### config.mk
export PLATFORM = sky130hd
export DESIGN_NAME = pcb_fifo
export DESIGN_NICKNAME = d
export VERILOG_FILES = /design/src/rtl/pcb_pkg.sv /design/src/rtl/pcb_fifo.sv
export SDC_FILE = /design/constraint.sdc
export NUM_CORES = 1
export LEC_CHECK = 0
export BUFFER_PORTS_ARGS = -buffer_cell sky130_fd_sc_hd__buf_2
export CORE_ASPECT_RATIO = 0.9
export CORE_MARGIN = 2
export CORE_UTILIZATION = 44
export DETAILED_ROUTE_END_ITERATION = 10
export GPL_ROUTABILITY_DRIVEN = 0
export PLACE_DENSITY = 0.81
export SYNTH_ARGS = -nofsm -noshare
export SYNTH_HDL_FRONTEND = slang
export SYNTH_SLANG_ARGS = --single-unit
### constraint.sdc
create_clock -name clk -period 1.29 [get_ports clk]
set_input_delay 0.258 -clock clk [delete_from_list [all_inputs] [get_ports clk]]
set_output_delay 0.258 -clock clk [all_outputs]
set_load 0.01 [all_outputs]
### src/rtl/pcb_pkg.sv
// Shared types and constants for the particle cell list binning block.
`default_nettype none

package pcb_pkg;

	localparam int GRID_DIM_DEF = 16;
	localparam int MAX_PART_DEF = 4096;

	localparam int ID_W   = 12;
	localparam int POS_W  = 32;
	localparam int CELL_W = 12;
	localparam int DATA_W = 32;

	localparam logic [POS_W-1:0] CELL_SIZE_RST = 32'd268435456;

	localparam int FIFO_DEPTH = 2;

	localparam int APB_ADDR_W = 2;
	localparam logic [APB_ADDR_W-1:0] ADDR_CELL_SIZE = 2'd0;

	typedef struct packed {
		logic [ID_W-1:0]  particle_id;
		logic [POS_W-1:0] pos_x;
		logic [POS_W-1:0] pos_y;
		logic [POS_W-1:0] pos_z;
	} in_item_t;

	typedef struct packed {
		logic [CELL_W-1:0] cell_index;
		logic              was_empty;
		logic [ID_W-1:0]   linked_after;
	} out_item_t;

endpackage

`default_nettype wire

### src/rtl/pcb_fifo.sv
// Small synchronous queue used between the stages and at the result side.
`default_nettype none

module pcb_fifo #(
	parameter int WIDTH = 8,
	parameter int DEPTH = pcb_pkg::FIFO_DEPTH
) (
	input  wire logic             clk,
	input  wire logic             arst_n,
	input  wire logic             push,
	input  wire logic [WIDTH-1:0] din,
	output logic                  full,
	input  wire logic             pop,
	output logic      [WIDTH-1:0] dout,
	output logic                  empty
);

	localparam int PTR_W = (DEPTH > 1) ? $clog2(DEPTH) : 1;
	localparam int CNT_W = $clog2(DEPTH + 1);

	logic [WIDTH-1:0] mem_q [DEPTH];
	logic [PTR_W-1:0] wr_q;
	logic [PTR_W-1:0] rd_q;
	logic [CNT_W-1:0] cnt_q;
	logic             do_push;
	logic             do_pop;

	assign full    = (cnt_q == CNT_W'(DEPTH));
	assign empty   = (cnt_q == '0);
	assign do_push = push && !full;
	assign do_pop  = pop && !empty;
	assign dout    = mem_q[rd_q];

	always_ff @(posedge clk) begin
		if (do_push) begin
			mem_q[wr_q] <= din;
		end
	end

	always_ff @(posedge clk or negedge arst_n) begin
		if (!arst_n) begin
			wr_q  <= '0;
			rd_q  <= '0;
			cnt_q <= '0;
		end else begin
			if (do_push) begin
				wr_q <= (wr_q == PTR_W'(DEPTH - 1)) ? '0 : wr_q + 1'b1;
			end
			if (do_pop) begin
				rd_q <= (rd_q == PTR_W'(DEPTH - 1)) ? '0 : rd_q + 1'b1;
			end
			cnt_q <= cnt_q + CNT_W'(do_push) - CNT_W'(do_pop);
		end
	end

endmodule

`default_nettype wire

==> metrics.cfg <==
[floorplanning]
ios=22
dieWidth_um=48.5
die_area_mm2=0.00214
fp.dieH_um=44.1
core_mm2=0.00168
rows=14
start_util_pct=46.7

[synthesis]
ys_async_sr_fraction_pct=20.0
yosysSeqAreaShare_pct=74.0
synthDistinctLibCells=14
synth_compound_area_share_pct=0
syn-cell-area_um2=785
yosysTopAreaCell=edfxtp_1
synth_xor_xnor_area_share_pct=4.47
yosysMostFrequentCell=edfxtp_1
synthAdderAreaFrac_pct=3.19
netlist.area_leader.share_pct=61.2
synth_top_family_by_area=multiplexers
synthMuxAreaShare_pct=11.5
ys.flop_type=edfxtp_1
synth_area_per_cell_um2=18.2
synthTopCellsByCount=16 x edfxtp_1, 8 x mux2_2, 4 x dfrtp_1, 3 x xnor2_1
synth_nets=57
synth_edf_count=16
synthTopCellsByArea=edfxtp_1 61%, dfrtp_1 13%, mux2_2 11%
synthCells=43
yosys_warnings=0
synthSimpleGateAreaFrac_pct=4.47
synth-seq-cells=20

[clock_tree]
clock_sinks=20
ctsHtreeMaxLevel=1
tritoncts=built
clkTransAtPathRegs_ns=0.11
root_buffer=clkbuf_4
clock_latency_ns=0.30
cts_max_path_buffers=2
numCtsBuffers=3

[global_routing]
grt_use_met3_pct=6.08
grt_pass1_vias=507
grt.overflow.total=0
grtUsageTotal_pct=15.0
grt_pass1_wl_um=2200
top_usage_layer=met2
met1_usage_pct=16.2
grt_use_met2_pct=27.5
grt_max_degree=13
antenna_found_initial=0

[finish]
fin_util_pct=74.5
final_layout_size_suffix_gt1_share_pct=73.2
fin_area_mm2=0.00125
fillers=98
antenna_cells=0
layoutNonFillerInstCount=106
syn_to_final_growth_pct=59.6
fin_nets=97

[critical_path]
crit_required_ns=1.03
critPathCaptureType=output pin
crit_slowest_cell=dfrtp_2
crit_path_start_kind=register
critical_path_class=register to output pin
slowest_delay_ns=0.43
arrival_ns=1.28
crit_top_cell=buf_6
cp_max_fo=4
path_cells=buf_6, mux2_4, buf_6

[power]
power_switching_w=0.000851
p_per_area_mw_per_mm2=2380
pwr-share-seq_pct=34.4
swShare_pct=28.5
power.leakage_nw=0.516
p_clk_share_pct=16.5
peakVddDrop_uv=1480
internal_power_w=0.00213
power_frac_comb_pct=49.1

[timing]
rsz0062_at_grt=yes
fin_worst_skew_ns=0.0132
maxSlewViolCount=0
min_period_ns=1.54
whs_ns=0.143
fin_crit_sh_pct=120
max_slew_margin_pct=88.2
hold_violations=0
fin_setup_tns_ns=-2.44
fmax_mhz=649
tightest_slew_ns=0.178
setup_slack_ns=-0.252
setup_viol=21

[hold_path]
min_path_type=input pin to register

[detailed_routing]
drt_wl_total_um=1450
drt_iter0_drc=4
dr.pass1.iters=2
drcViolationCount=0
via_per_inst=4.51
wire_per_inst_um=13.7
vias=478
ant_nets=0

[placed_design]
placed_cell_area_um2=965
placedCellCount=92
hpwl_um=843
io_buffers=21

[flow_run]
cap_violations=0

[outcome]
violations=setup timing
outcome=finished, violations left

[what timing repair did]
action	in CTS	in global routing
hold endpoints to repair	4	0
gates resized for setup	19	15
pin swaps	4	6
buffers inserted	8	4
endpoints found under the setup margin	23	21
hold buffers	1	0
[area by class of cell]
| cell class | count | area, um^2 | area share, % |
|---|---|---|---|
| Clock buffer | 3 | 22.5 | 1.80 |
| Multi-Input combinational cell | 20 | 259 | 20.7 |
| Sequential cell | 20 | 583 | 46.6 |
| Clock inverter | 1 | 30.0 | 2.40 |
| Tap cell | 24 | 30.0 | 2.40 |
| Inverter | 2 | 7.51 | 0.599 |
| Timing Repair Buffer | 36 | 320 | 25.6 |
[power groups by stage]
stage                     logic (W)  registers [W]  clock network, W
after floorplan            0.000571        0.00100                 0
after global placement     0.000771        0.00106                 0
after detailed placement   0.000795        0.00106                 0
after CTS                   0.00123        0.00102          0.000501
after global routing        0.00157        0.00105          0.000530
final                       0.00147        0.00103          0.000492
[worst max-delay path: cells and delay by family (launching register included)]
family,cells,cell delay (ns)
flops,1,0.43
mux,1,0.29
buf+inv,2,0.25
[cell usage in the layout (no fill, tap or decap)]
| cell | synthesis | final |
|---|---|---|
| nor2_4 | 0 | 2 |
| nand2b_4 | 0 | 1 |
| ha_4 | 0 | 2 |
| nor2b_4 | 0 | 1 |
| clkbuf_4 | 0 | 3 |
| xnor2_2 | 0 | 1 |
| xnor2_1 | 3 | 2 |
| and3_4 | 0 | 1 |
| bufinv_16 | 0 | 1 |
| dfrtp_2 | 0 | 2 |
| buf_6 | 1 | 20 |
| edfxtp_1 | 16 | 16 |
| mux2_4 | 0 | 1 |
| nand2_4 | 0 | 1 |
| dfrtp_1 | 4 | 2 |
| mux2_2 | 8 | 7 |
| xor2_1 | 1 | 1 |
| dlygate4sd3_1 | 0 | 1 |
| buf_2 | 0 | 11 |
| buf_4 | 0 | 4 |
| inv_2 | 0 | 2 |
[flip-flops by register name (all words and copies together) (netlist names)]
name / flops
cnt_q: 2
wr_q: 1
rd_q: 1
mem_q: 16
[cell families after synthesis]
| logic type | after synthesis |
|---|---|
| and+or+nand+nor | 6 |
| muxes | 8 |
| adders and majority gates | 2 |
| DFF | 20 |
| buffers and inverters | 3 |
| xor gates and xnor gates | 4 |
[stage by stage]
stage	worst slack, ns	total power, W
finish	-0.252	0.00298
CTS	-0.248	0.00275
floorplan	-0.167	0.00157
global placement	-0.145	0.00183
global route	-0.306	0.00314
detailed placement	-0.220	0.00186
[final timing paths]
kind                           from     endpoint  slack [ns]  cells past startpoint
max                            rd_q      dout[6]       -0.25                      3
min                          din[5]  mem_q[0][5]        0.14                      1
max reg2reg                cnt_q[1]     cnt_q[1]       -0.18                      7
min reg2reg                    wr_q         wr_q        0.58                      1
max in group asynchronous    arst_n         wr_q        0.85                      2
min in group asynchronous    arst_n     cnt_q[1]        0.31                      2
[layer usage]
layer  share of wire [%]  vias up
met5                   0        -
met2                  57       13
met1                  37      227
met4                0.69        0
met3                 4.6        2
li1                    -      236
Power figures use the tool's default switching activity.
