<file path="src/rtl/pcb_pkg.sv">
// Shared types and constants for the particle cell list binning block.
`default_nettype none

package pcb_pkg;

	localparam int GRID_DIM_DEF = 16;
	localparam int MAX_PART_DEF = 4096;

	localparam int ID_W   = 12;
	localparam int POS_W  = 32;
	localparam int CELL_W = 12;
	localparam int DATA_W = 32;

	localparam logic [POS_W-1:0] CELL_SIZE_RST = 32'd268435456;

	localparam int FIFO_DEPTH = 2;

	localparam int APB_ADDR_W = 2;
	localparam logic [APB_ADDR_W-1:0] ADDR_CELL_SIZE = 2'd0;

	typedef struct packed {
		logic [ID_W-1:0]  particle_id;
		logic [POS_W-1:0] pos_x;
		logic [POS_W-1:0] pos_y;
		logic [POS_W-1:0] pos_z;
	} in_item_t;

	typedef struct packed {
		logic [CELL_W-1:0] cell_index;
		logic              was_empty;
		logic [ID_W-1:0]   linked_after;
	} out_item_t;

endpackage

`default_nettype wire

</file>
<file path="src/rtl/pcb_front.sv">
// Front end: takes an item, divides the three coordinates by the cell size, forms the cell.
`default_nettype none

module pcb_front #(
	parameter int GRID_DIM = pcb_pkg::GRID_DIM_DEF,
	localparam int CW = $clog2(GRID_DIM * GRID_DIM * GRID_DIM)
) (
	input  wire logic                    clk,
	input  wire logic                    arst_n,
	input  wire logic                    take,
	input  wire pcb_pkg::in_item_t       item,
	input  wire logic [pcb_pkg::POS_W-1:0] cell_size,
	output logic                         busy,
	output logic                         emit,
	input  wire logic                    mid_full,
	output logic [CW-1:0]                cell_no,
	output logic [pcb_pkg::ID_W-1:0]     id
);

	localparam int AW = $clog2(GRID_DIM);
	localparam int SW = $clog2(AW + 1);
	localparam int DW = pcb_pkg::POS_W + AW;

	localparam logic [1:0] ST_IDLE = 2'd0;
	localparam logic [1:0] ST_DIV  = 2'd1;
	localparam logic [1:0] ST_EMIT = 2'd2;

	logic [1:0]                  state_q;
	logic [SW-1:0]               step_q;
	logic [pcb_pkg::ID_W-1:0]    id_q;
	logic [DW-1:0]               dsh_q;
	logic [pcb_pkg::POS_W-1:0]   rem_q [3];
	logic [AW-1:0]               quo_q [3];
	logic [2:0]                  ovf_q;

	logic [2:0]                  ge;
	logic [pcb_pkg::POS_W-1:0]   diff [3];
	logic [AW:0]                 quo_nx [3];
	logic [AW-1:0]               axis [3];

	always_comb begin
		for (int i = 0; i < 3; i++) begin
			ge[i]     = ({{AW{1'b0}}, rem_q[i]} >= dsh_q);
			diff[i]   = rem_q[i] - dsh_q[pcb_pkg::POS_W-1:0];
			quo_nx[i] = {quo_q[i], ge[i]};
			// A quotient that overflowed or lies past the last cell wraps to cell zero.
			if (ovf_q[i] || (quo_q[i] > AW'(GRID_DIM - 1))) begin
				axis[i] = '0;
			end else begin
				axis[i] = quo_q[i];
			end
		end
	end

	assign cell_no = CW'(axis[0]) * CW'(GRID_DIM * GRID_DIM) + CW'(axis[1]) * CW'(GRID_DIM)
		+ CW'(axis[2]);
	assign id   = id_q;
	assign busy = (state_q != ST_IDLE);
	assign emit = (state_q == ST_EMIT);

	// Restoring division, one quotient bit per cycle. The first step only checks whether
	// the quotient reaches 2**AW, which already means the index wraps.
	always_ff @(posedge clk) begin
		if (take && (state_q == ST_IDLE)) begin
			id_q     <= item.particle_id;
			dsh_q    <= {cell_size, {AW{1'b0}}};
			rem_q[0] <= item.pos_x;
			rem_q[1] <= item.pos_y;
			rem_q[2] <= item.pos_z;
			ovf_q    <= '0;
			for (int i = 0; i < 3; i++) begin
				quo_q[i] <= '0;
			end
		end else if (state_q == ST_DIV) begin
			dsh_q <= dsh_q >> 1;
			for (int i = 0; i < 3; i++) begin
				if (step_q == SW'(AW)) begin
					ovf_q[i] <= ge[i];
				end else begin
					quo_q[i] <= quo_nx[i][AW-1:0];
					if (ge[i]) begin
						rem_q[i] <= diff[i];
					end
				end
			end
		end
	end

	always_ff @(posedge clk or negedge arst_n) begin
		if (!arst_n) begin
			state_q <= ST_IDLE;
			step_q  <= '0;
		end else begin
			case (state_q)
				ST_IDLE: begin
					if (take) begin
						state_q <= ST_DIV;
						step_q  <= SW'(AW);
					end
				end
				ST_DIV: begin
					if (step_q == '0) begin
						state_q <= ST_EMIT;
					end else begin
						step_q <= step_q - 1'b1;
					end
				end
				ST_EMIT: begin
					if (!mid_full) begin
						state_q <= ST_IDLE;
					end
				end
				default: begin
					state_q <= ST_IDLE;
				end
			endcase
		end
	end

endmodule

`default_nettype wire

</file>
<file path="config.mk">
export PLATFORM = sky130hd
export DESIGN_NAME = pcb_front
export DESIGN_NICKNAME = d
export VERILOG_FILES = /design/src/rtl/pcb_pkg.sv /design/src/rtl/pcb_front.sv
export SDC_FILE = /design/constraint.sdc
export NUM_CORES = 1
export LEC_CHECK = 0
export BUFFER_PORTS_ARGS = -buffer_cell sky130_fd_sc_hd__buf_2
export CAP_MARGIN = 20
export CORE_MARGIN = 2
export CORE_UTILIZATION = 60
export CTS_CLUSTER_DIAMETER = 50
export CTS_CLUSTER_SIZE = 16
export DETAILED_ROUTE_END_ITERATION = 6
export PLACE_DENSITY = 0.83
export SYNTH_ARGS = -nofsm -noshare
export SYNTH_HDL_FRONTEND = slang
export SYNTH_SLANG_ARGS = --single-unit
</file>
<file path="constraint.sdc">
create_clock -name clk -period 11.6 [get_ports clk]
set_input_delay 1.16 -clock clk [delete_from_list [all_inputs] [get_ports clk]]
set_output_delay 1.16 -clock clk [all_outputs]
set_load 0.1 [all_outputs]
</file>
==> Flow_metrics.wiki <==
{| class="wikitable"
! Metric !! Value
|-
| Pins Over Slew Limit || 0
|-
| Antenna viol nets, final || 0
|-
| Share of synthesized flip-flops with an asynchronous set or reset || 3.049%
|-
| Critical Path RT || 11.74 ns
|-
| Most common library cell in the layout ignoring fill and taps || sky130_fd_sc_hd__buf_2
|-
| ANT cells || 0
|-
| Clock transition at path regs || 0.07 ns
|-
| Synth top area cells || sky130_fd_sc_hd__edfxtp_1 39%, sky130_fd_sc_hd__ha_1 11%, sky130_fd_sc_hd__a21oi_1 7.1%
|-
| Synthesized-area fraction occupied by ao, oa, aoi and oai cells || 21.93%
|-
| Max-cap check violation count || 0
|-
| Drt total wl || 31,080 um
|-
| Cell type with the highest aggregate area in the netlist || sky130_fd_sc_hd__edfxtp_1
|-
| Worst-case clock skew || 0.009926 ns
|-
| Overall Global Routing Usage || 30.67%
|-
| Number of standard-cell rows in the floorplan || 50
|-
| Slew headroom || 38.43%
|-
| Number of global-route vias before repair || 10.08k
|-
| Maximum number of pins on one net before global-route repair || 92
|-
| Clock Root Buffer || sky130_fd_sc_hd__clkbuf_16
|-
| Cells on Worst Hold Path || 2
|-
| Total negative slack for setup checks || 0 ns
|-
| Count of hold-fix buffers inserted at cts || 0
|-
| Crit path kind || reg -> reg
|-
| Worst skew pair latency || 0.44 ns
|-
| Area of combinational cells with multiple inputs || 6362 um^2
|-
| Final hold violation count || 0
|-
| Vias || 10.42k
|-
| Average vias per placed instance || 6.149
|-
| Cells on worst reg2reg path || 13
|-
| Failing checks || design-rule violations
|-
| Startpoint kind of the worst setup timing path || register
|-
| Fraction of final layout cells with drive strength greater than 1 || 15.33%
|-
| Number of gates resized after CTS || 0
|-
| I/O Pins || 170
|-
| Core ar. || 18,890 um^2
|-
| Commonest cells after routing, fill and taps aside || 169 x sky130_fd_sc_hd__buf_2, 166 x sky130_fd_sc_hd__a21oi_1, 152 x sky130_fd_sc_hd__edfxtp_1
|-
| Syn_nets || 1,521
|-
| Cell Chain, Critical Path || ha_1 -> fa_1 -> nor2b_1 -> o31a_1 -> o31a_1 -> a211o_1 -> a21oi_2 -> a2111oi_2 -> nor4_4 -> o221ai_4 -> buf_4 -> buf_4 -> a21oi_1
|-
| Top achievable clock speed || 230.6 MHz
|-
| Number of setup buffers added after CTS || 0
|-
| DP Area || 12,700 um^2
|-
| CP Max Fanout || 91
|-
| Synth Area in Adders || 11.03%
|-
| Minimum period implied by the final worst setup slack || 4.337 ns
|-
| Wire length of the first global-routing pass || 49,580 um
|-
| Number of synthesized flops with an enable pin || 152
|-
| Y dimension of the die || 143.4 um
|-
| Kind of cell adding the most delay to the critical path || compound AO/OA/AOI/OAI gates
|-
| RSZ-0062 raised after global routing || no
|-
| CP arrival || 4.48 ns
|-
| Design area || 13,330 um^2
|-
| Post-synth top area share || 39.16%
|-
| Crit path largest cell delay || 0.78 ns
|-
| Clock sink count || 164
|-
| Initial standard-cell utilization of the core || 61.70%
|-
| #FFs+latches synth || 164
|-
| Total setup violations reported at the end of the flow || 0
|-
| Die X || 143.4 um
|-
| Yosys warning total || 0
|-
| Final cycle utilization of the critical path || 37.38%
|-
| Number of design rule violations left after detail routing || 1
|-
| Final-stage net count || 1,667
|-
| Main combinational cell family by area after synthesis || compound AO/OA/AOI/OAI gates
|-
| Antenna violations before repair || 0
|-
| Run status || complete, but fails checks
|-
| Worst hold-check path type || reg -> reg
|-
| Actual slew at the worst max-slew pin || 0.9235 ns
|-
| Critical Path Slowest Stage Cell || sky130_fd_sc_hd__buf_4
|-
| Post-synthesis instance area || 11,660 um^2
|-
| GPL Wtd Cong || 0.9289
|-
| Simple-gate area share of the yosys netlist || 15.16%
|-
| Buffers added on ports || 169
|-
| Iteration-0 DRC Markers || 1,075
|-
| Deepest clock path buffer count || 2
|-
| Number of distinct standard cells referenced by the synthesized netlist || 65
|-
| Total grt overflow || 0
|-
| Sequential cell area || 4830 um^2
|-
| Leading register cell type out of synthesis || sky130_fd_sc_hd__edfxtp_1
|-
| Sort of element at the end of the critical path || register
|-
| Cell count along the critical path || 13
|-
| Number of buffers created by CTS || 17
|-
| Clock tree from TritonCTS || yes
|-
| Gate Count Post-Synth || 1,276
|-
| Mean instance size in the synthesized netlist || 9.135 um^2
|-
| Reg2Reg Setup Slack || 7.26 ns
|-
| Mux share of post-synthesis cell area || 0.09661%
|-
| Sequential area share after synthesis || 41.43%
|-
| Die Footprint || 20,560 um^2
|-
| Fillcell total || 1,478
|-
| Post-DP HPWL || 22,580 um
|-
| Area overhead of the layout relative to synthesis || 14.32%
|-
| Buf/Inv on CP || 2
|-
| H-tree depth || 4
|-
| Share of the synthesized netlist area taken by xor and xnor gates || 6.237%
|-
| Length of the first detailed-routing pass in iterations || 7
|-
| Average wire per standard cell || 18.34 um
|}
==> final cells by class <==
type | count | area share [%]
clock inverter | 15 | 1.521
tap | 260 | 2.441
sequential | 164 | 36.24
timing repair buffer | 179 | 6.911
inverter | 69 | 1.944
clock buffer | 17 | 3.192
multi-input combinational | 991 | 47.75
==> worst reg2reg max path: cells and delay by family, from the launching register on <==
family / cells / cell delay, ns
and+or+nand+nor: 2 / 0.27
adders and majority gates: 2 / 0.65
AOI/OAI and AO/OA: 7 / 1.57
DFF: 1 / 0.34
buffers and inverters: 2 / 1.22
==> Yosys cell counts (10+ instances only) <==
master and number:
sky130_fd_sc_hd__nand3_1 21, sky130_fd_sc_hd__nor2_1 123, sky130_fd_sc_hd__edfxtp_1 152, sky130_fd_sc_hd__ha_1 98
sky130_fd_sc_hd__nand2_1 126, sky130_fd_sc_hd__nor2b_1 27, sky130_fd_sc_hd__o21a_1 11, sky130_fd_sc_hd__a21oi_1 166
sky130_fd_sc_hd__and3_1 22, sky130_fd_sc_hd__o21bai_1 16, sky130_fd_sc_hd__xor2_1 41, sky130_fd_sc_hd__a31oi_1 11
sky130_fd_sc_hd__nand4_1 21, sky130_fd_sc_hd__o21ai_0 102, sky130_fd_sc_hd__clkbuf_1 38, sky130_fd_sc_hd__inv_1 69
sky130_fd_sc_hd__nor3_1 12, sky130_fd_sc_hd__nand2b_1 10, sky130_fd_sc_hd__a21o_1 42, sky130_fd_sc_hd__xnor2_1 42
==> final timing paths <==
| check | endpoint | startpoint |
|---|---|---|
| min in group asynchronous | step_q[1] | arst_n |
| setup / recovery | rem_q[0][21] | dsh_q[0] |
| hold reg to reg | dsh_q[2] | dsh_q[2] |
| setup reg to reg | rem_q[0][21] | dsh_q[0] |
| max in group asynchronous | step_q[2] | arst_n |
| hold / removal | dsh_q[2] | dsh_q[2] |
==> state kept, by name (all words and copies together), names as in the netlist <==
signal / count
rem_q: 96
dsh_q: 36
id: 12
quo_q: 12
ovf_q: 3
step_q: 3
state_q: 2
==> per-stage QoR <==
step	std cells	util, %	hold WS [ns]	setup WS [ns]
after floorplan	1276	-	0.4451	6.674
after global placement	1663	67.21	0.4602	7.432
after detailed placement	1663	67.21	0.4654	7.333
after CTS	1695	70.53	0.4774	7.310
after global routing	1695	70.53	0.5108	6.941
final	1695	70.53	0.4741	7.263
==> kinds of logic after synthesis <==
family / count (synthesis)
AO/OA/AOI/OAI: 422
AND/OR/NAND/NOR: 384
flip-flops: 164
buffers and inverters: 121
adder cells (fa/ha/maj): 101
XOR/XNOR: 83
multiplexers: 1
==> metal layers <==
metal | up-vias | GRT usage, % | share of wire [%]
li1 | 4958 | - | -
met1 | 4862 | 40.72 | 42
met2 | 529 | 51.48 | 47
met3 | 73 | 4.998 | 8.1
met4 | 0 | 9.959 | 2.5
met5 | - | 0 | 0
Power is not shown: default switching activity piles up to over one toggle a cycle in this logic, so the estimate is an artifact.
